[src/hes_pkg.sv]
// Shared types and constants for the 1-D heat equation stencil.
// No dependencies; used by hes_cell and heat_equation_stencil_1d.
package hes_pkg;

	// Sample and register widths
	localparam int unsigned SAMPLE_W = 16;
	localparam int unsigned ALPHA_W  = 16;
	localparam int unsigned STEPS_W  = 16;
	localparam int unsigned CFG_W    = 16;
	localparam int unsigned CFG_IDX_W = 1;

	// Configuration register indexes
	localparam logic [CFG_IDX_W-1:0] REG_ALPHA = 1'b0;
	localparam logic [CFG_IDX_W-1:0] REG_STEPS = 1'b1;

	// Saturation bounds of a Q1.14 sample
	localparam logic signed [SAMPLE_W-1:0] SAMPLE_MAX = 16'sh7FFF;
	localparam logic signed [SAMPLE_W-1:0] SAMPLE_MIN = -16'sh8000;

	// Sequencer states
	typedef enum logic [2:0] {
		ST_LOAD = 3'b001,
		ST_RUN  = 3'b010,
		ST_EMIT = 3'b100
	} state_t;

	// Control to every cell of the row
	typedef struct packed {
		logic shift;  // take the right neighbor's value
		logic step;   // apply one explicit time step
	} cell_ctrl_t;

endpackage

[src/hes_cell.sv]
// One grid point of the stencil row: holds a sample, shifts it or updates it.
// Depends on hes_pkg for widths, bounds and the control struct.
module hes_cell (
	input  logic                                  clk,
	input  hes_pkg::cell_ctrl_t                   ctrl,
	input  logic        [hes_pkg::ALPHA_W-1:0]    alpha,
	input  logic signed [hes_pkg::SAMPLE_W-1:0]   left,
	input  logic signed [hes_pkg::SAMPLE_W-1:0]   right,
	output logic signed [hes_pkg::SAMPLE_W-1:0]   value
);

	logic signed [hes_pkg::SAMPLE_W-1:0] value_q;
	logic signed [18:0] diff;
	logic signed [35:0] prod;
	logic signed [35:0] prod_rnd;
	logic signed [19:0] delta;
	logic signed [20:0] sum;
	logic signed [hes_pkg::SAMPLE_W-1:0] next_val;

	// u' = u + round(alpha*(l + r - 2u) / 2^16), then saturate
	always_comb begin
		diff = 19'(left) + 19'(right) - (19'(value_q) <<< 1);
		prod = $signed({1'b0, alpha}) * diff;
		prod_rnd = prod + 36'sd32768;
		delta = prod_rnd[35:16];
		sum = 21'(value_q) + 21'(delta);
		if (sum > 21'(hes_pkg::SAMPLE_MAX)) begin
			next_val = hes_pkg::SAMPLE_MAX;
		end else if (sum < 21'(hes_pkg::SAMPLE_MIN)) begin
			next_val = hes_pkg::SAMPLE_MIN;
		end else begin
			next_val = sum[hes_pkg::SAMPLE_W-1:0];
		end
	end

	// Shift has priority; step only runs while the row is not moving
	always_ff @(posedge clk) begin
		if (ctrl.shift) begin
			value_q <= right;
		end else if (ctrl.step) begin
			value_q <= next_val;
		end
	end

	assign value = value_q;

endmodule

[config.mk]
export PLATFORM = sky130hd
export DESIGN_NAME = hes_cell
export DESIGN_NICKNAME = d
export VERILOG_FILES = /design/src/hes_pkg.sv /design/src/hes_cell.sv
export SDC_FILE = /design/constraint.sdc
export NUM_CORES = 1
export LEC_CHECK = 0
export BUFFER_PORTS_ARGS = -buffer_cell sky130_fd_sc_hd__buf_2
export CORE_MARGIN = 5
export CORE_UTILIZATION = 50
export DETAILED_ROUTE_END_ITERATION = 8
export PLACE_DENSITY = 0.66
export REMOVE_ABC_BUFFERS = 1
export SYNTH_ARGS = -nofsm -noshare
export SYNTH_HDL_FRONTEND = slang
export SYNTH_SLANG_ARGS = --single-unit
[constraint.sdc]
create_clock -name clk -period 21.5 [get_ports clk]
set_clock_uncertainty 0.05 [all_clocks]
set_input_delay 2.15 -clock clk [delete_from_list [all_inputs] [get_ports clk]]
set_output_delay 2.15 -clock clk [all_outputs]
set_load 0.005 [all_outputs]
==> results by group <==
Global route
  • First-pass GRT wire length: 69.06 mm
  • Total track usage: 23.77%
  • Global route overflow: 0
  • Initial antenna violation count: 1
  • Vias in the first global route: 13580
  • Largest net degree at the start of global routing: 65

Timing
  • Setup violators final: 0
  • Final worst-path cycle share: 66.68%
  • Min Clock Period, post-route: 14340 ps
  • Worst Tran Pin Value: 1233 ps
  • Final TNS setup: 0 ps
  • Fmax: 69.75 MHz
  • Fin. max-slew vios: 0
  • RSZ-0062 raised after global routing: false
  • Fin. Hold Viols: 0
  • Headroom to the max-slew limit: 17.78%

Yosys
  • Cell variety after synth: 69
  • Mapped Area: 15870 um2
  • Yosys top cell by area: fa_1
  • Top_reg_cell synth: edfxtp_1
  • Sequential area share after synthesis: approximately 3.0%
  • Most frequent cells after synthesis: inv_1, fa_1, ha_1, nand2_1, and2_1
  • Syn_area_per_cell: 8.452 um2
  • Yosys warns: 0
  • Top cells by area, synth: fa_1, ha_1, inv_1
  • Gate count after technology mapping: 1877
  • Fraction of registers with async set/reset: 0%
  • Most common cell in the synthesized netlist: inv_1
  • EDFF count, synth: 16
  • Yosys reg bits: 16
  • Synth top area share: 38.23%

Setup path
  • Slowest-stage cell, CP: a2111oi_0
  • Arrival @ worst endpoint: around 14000 ps
  • CP Class: input port to register
  • R2R depth: 42
  • CP startpoint kind: input port
  • Crit. End Element: register
  • Worst-path fanout max: 16
  • Cell mode on critical path: fa_1
  • Crit-path max cell delay: 910 ps
  • Required @ worst endpoint: 21390 ps

Detailed routing
  • Detail Route Antenna Nets: 0
  • Vias/cell: 5.678
  • Via Count: about 13000
  • Post-DR wirelength/cell: 18.23 um
  • First-pass DRT Iterations: 7
  • WL final: 41.33 mm
  • Drc violations: 0
  • DR iter-0 viols: between 800 and 900

CTS
  • H-Tree Depth: 1
  • Post_cts resized: 0
  • Inserted Clock Buffers: 3
  • Clock Tree Buf Depth: 2
  • TritonCTS clock tree: yes
  • Clock sink count: 16
  • Worst-Skew Late Latency: between 200 and 300 ps
  • Post-CTS setup buffer count: 0
  • Hold buffers post-CTS: 0
  • Clock root cell: clkbuf_16
  • Clock transition at the registers of the reported paths: 50 ps

Hold path
  • Hold Path Class: register to register
  • Hold path cells: 3

Finish
  • FILL cells: 2963
  • Max reg flops: 16
  • Antenna cell count: 0
  • Final #Nets: 2368
  • Final instance area: 16610 um2
  • Share of cells above drive strength 1: 7.882%
  • Layout area overhead: 4.708%

Run
  • Max cap viols: 0

Floorplanning
  • CORE AREA: around 31000 um2
  • DIE AREA: 35390 um2
  • Width of the die: 188.1 um
  • Site Rows: 65
  • Starting Density: 50.41%
  • I/O Pins: 67
  • Die Span Y: about 190 um

Placed design
  • Placement Cell Area: 16540 um2
  • Gpl congestion: 0.8818
  • DP HPWL: 32.28 mm
  • # port buffers: 66

Run status
  • Status: completed
## cell type report
type	count	area, um2	share of cell area (%)
clock buffer	3	75.07	0.4519
timing repair buffer	93	533.0	3.209
inverter	433	1625	9.784
tap	402	503.0	3.028
multi-input combinational	1320	13400	80.64
sequential	16	480.5	2.892
## routing by layer
layer / share of wire, % / vias to the layer above / global-route usage (%)
met5: 0 / - / 0
met4: 3.5 / 0 / 6.381
met3: 4.7 / 113 / 1.564
met2: 51 / 422 / 42.92
met1: 41 / 6396 / 31.02
li1: - / 5940 / -
## worst max-delay path, delay by kind of cell
| family | cells | cell delay, ps |
|---|---|---|
| AOI/OAI and AO/OA | 19 | 5480 |
| xor gates and xnor gates | 2 | 340 |
| adders and majority gates | 10 | 4430 |
| buffers and inverters | 7 | 340 |
| and+or+nand+nor | 6 | 1460 |
## logic make-up after synthesis
| kind of cell | share of synthesized area, % |
|---|---|
| AOI/OAI and AO/OA | 10.40 |
| xor gates and xnor gates | 3.754 |
| adders and majority gates | 49.83 |
| buffers and inverters | 12.87 |
| DFF | 3.028 |
| muxes | 0.5048 |
| and+or+nand+nor | 19.61 |
## placed cells by master (no fill, tap or decap), types with 10 or more instances in the layout
cell type  count
a21oi_1       57
a31oi_1       10
and2_1       121
and3_1        29
buf_2         66
buf_4         27
edfxtp_1      16
fa_1         303
ha_1         147
inv_1        433
nand2_1      126
nand2b_1      31
nand3_1       49
nand4_1       43
nor2_1        36
nor2b_1       28
nor3_1        44
o2111ai_1     19
o211ai_2      11
o21a_1        11
o21ai_0       26
o311ai_0      11
o31ai_1       12
or2_2         15
xnor2_1       40
xor2_1        23
## final timing paths
| path | start | endpoint | slack (ps) |
|---|---|---|---|
| worst max-delay path | left[2] | value[13] | 7160 |
| worst min-delay path | value[0] | value[0] | 810 |
| worst max register to register | value[1] | value[13] | 8650 |
| worst min register to register | value[0] | value[0] | 810 |
## metrics by stage
step / util [%] / setup WS (ps) / std cells / hold WS (ps)
3_5_place_dp: 52.54 / 6996 / 2264 / 817.0
4_1_cts: 52.78 / 7175 / 2267 / 829.7
3_3_place_gp: 52.54 / 7218 / 2264 / 815.3
6_report: 52.78 / 7164 / 2267 / 812.1
2_1_floorplan: - / 7015 / 1769 / 760.1
5_1_grt: 52.78 / 6373 / 2267 / 866.3
Power is not shown: default switching activity piles up to over one toggle a cycle in this logic, so the estimate is an artifact.
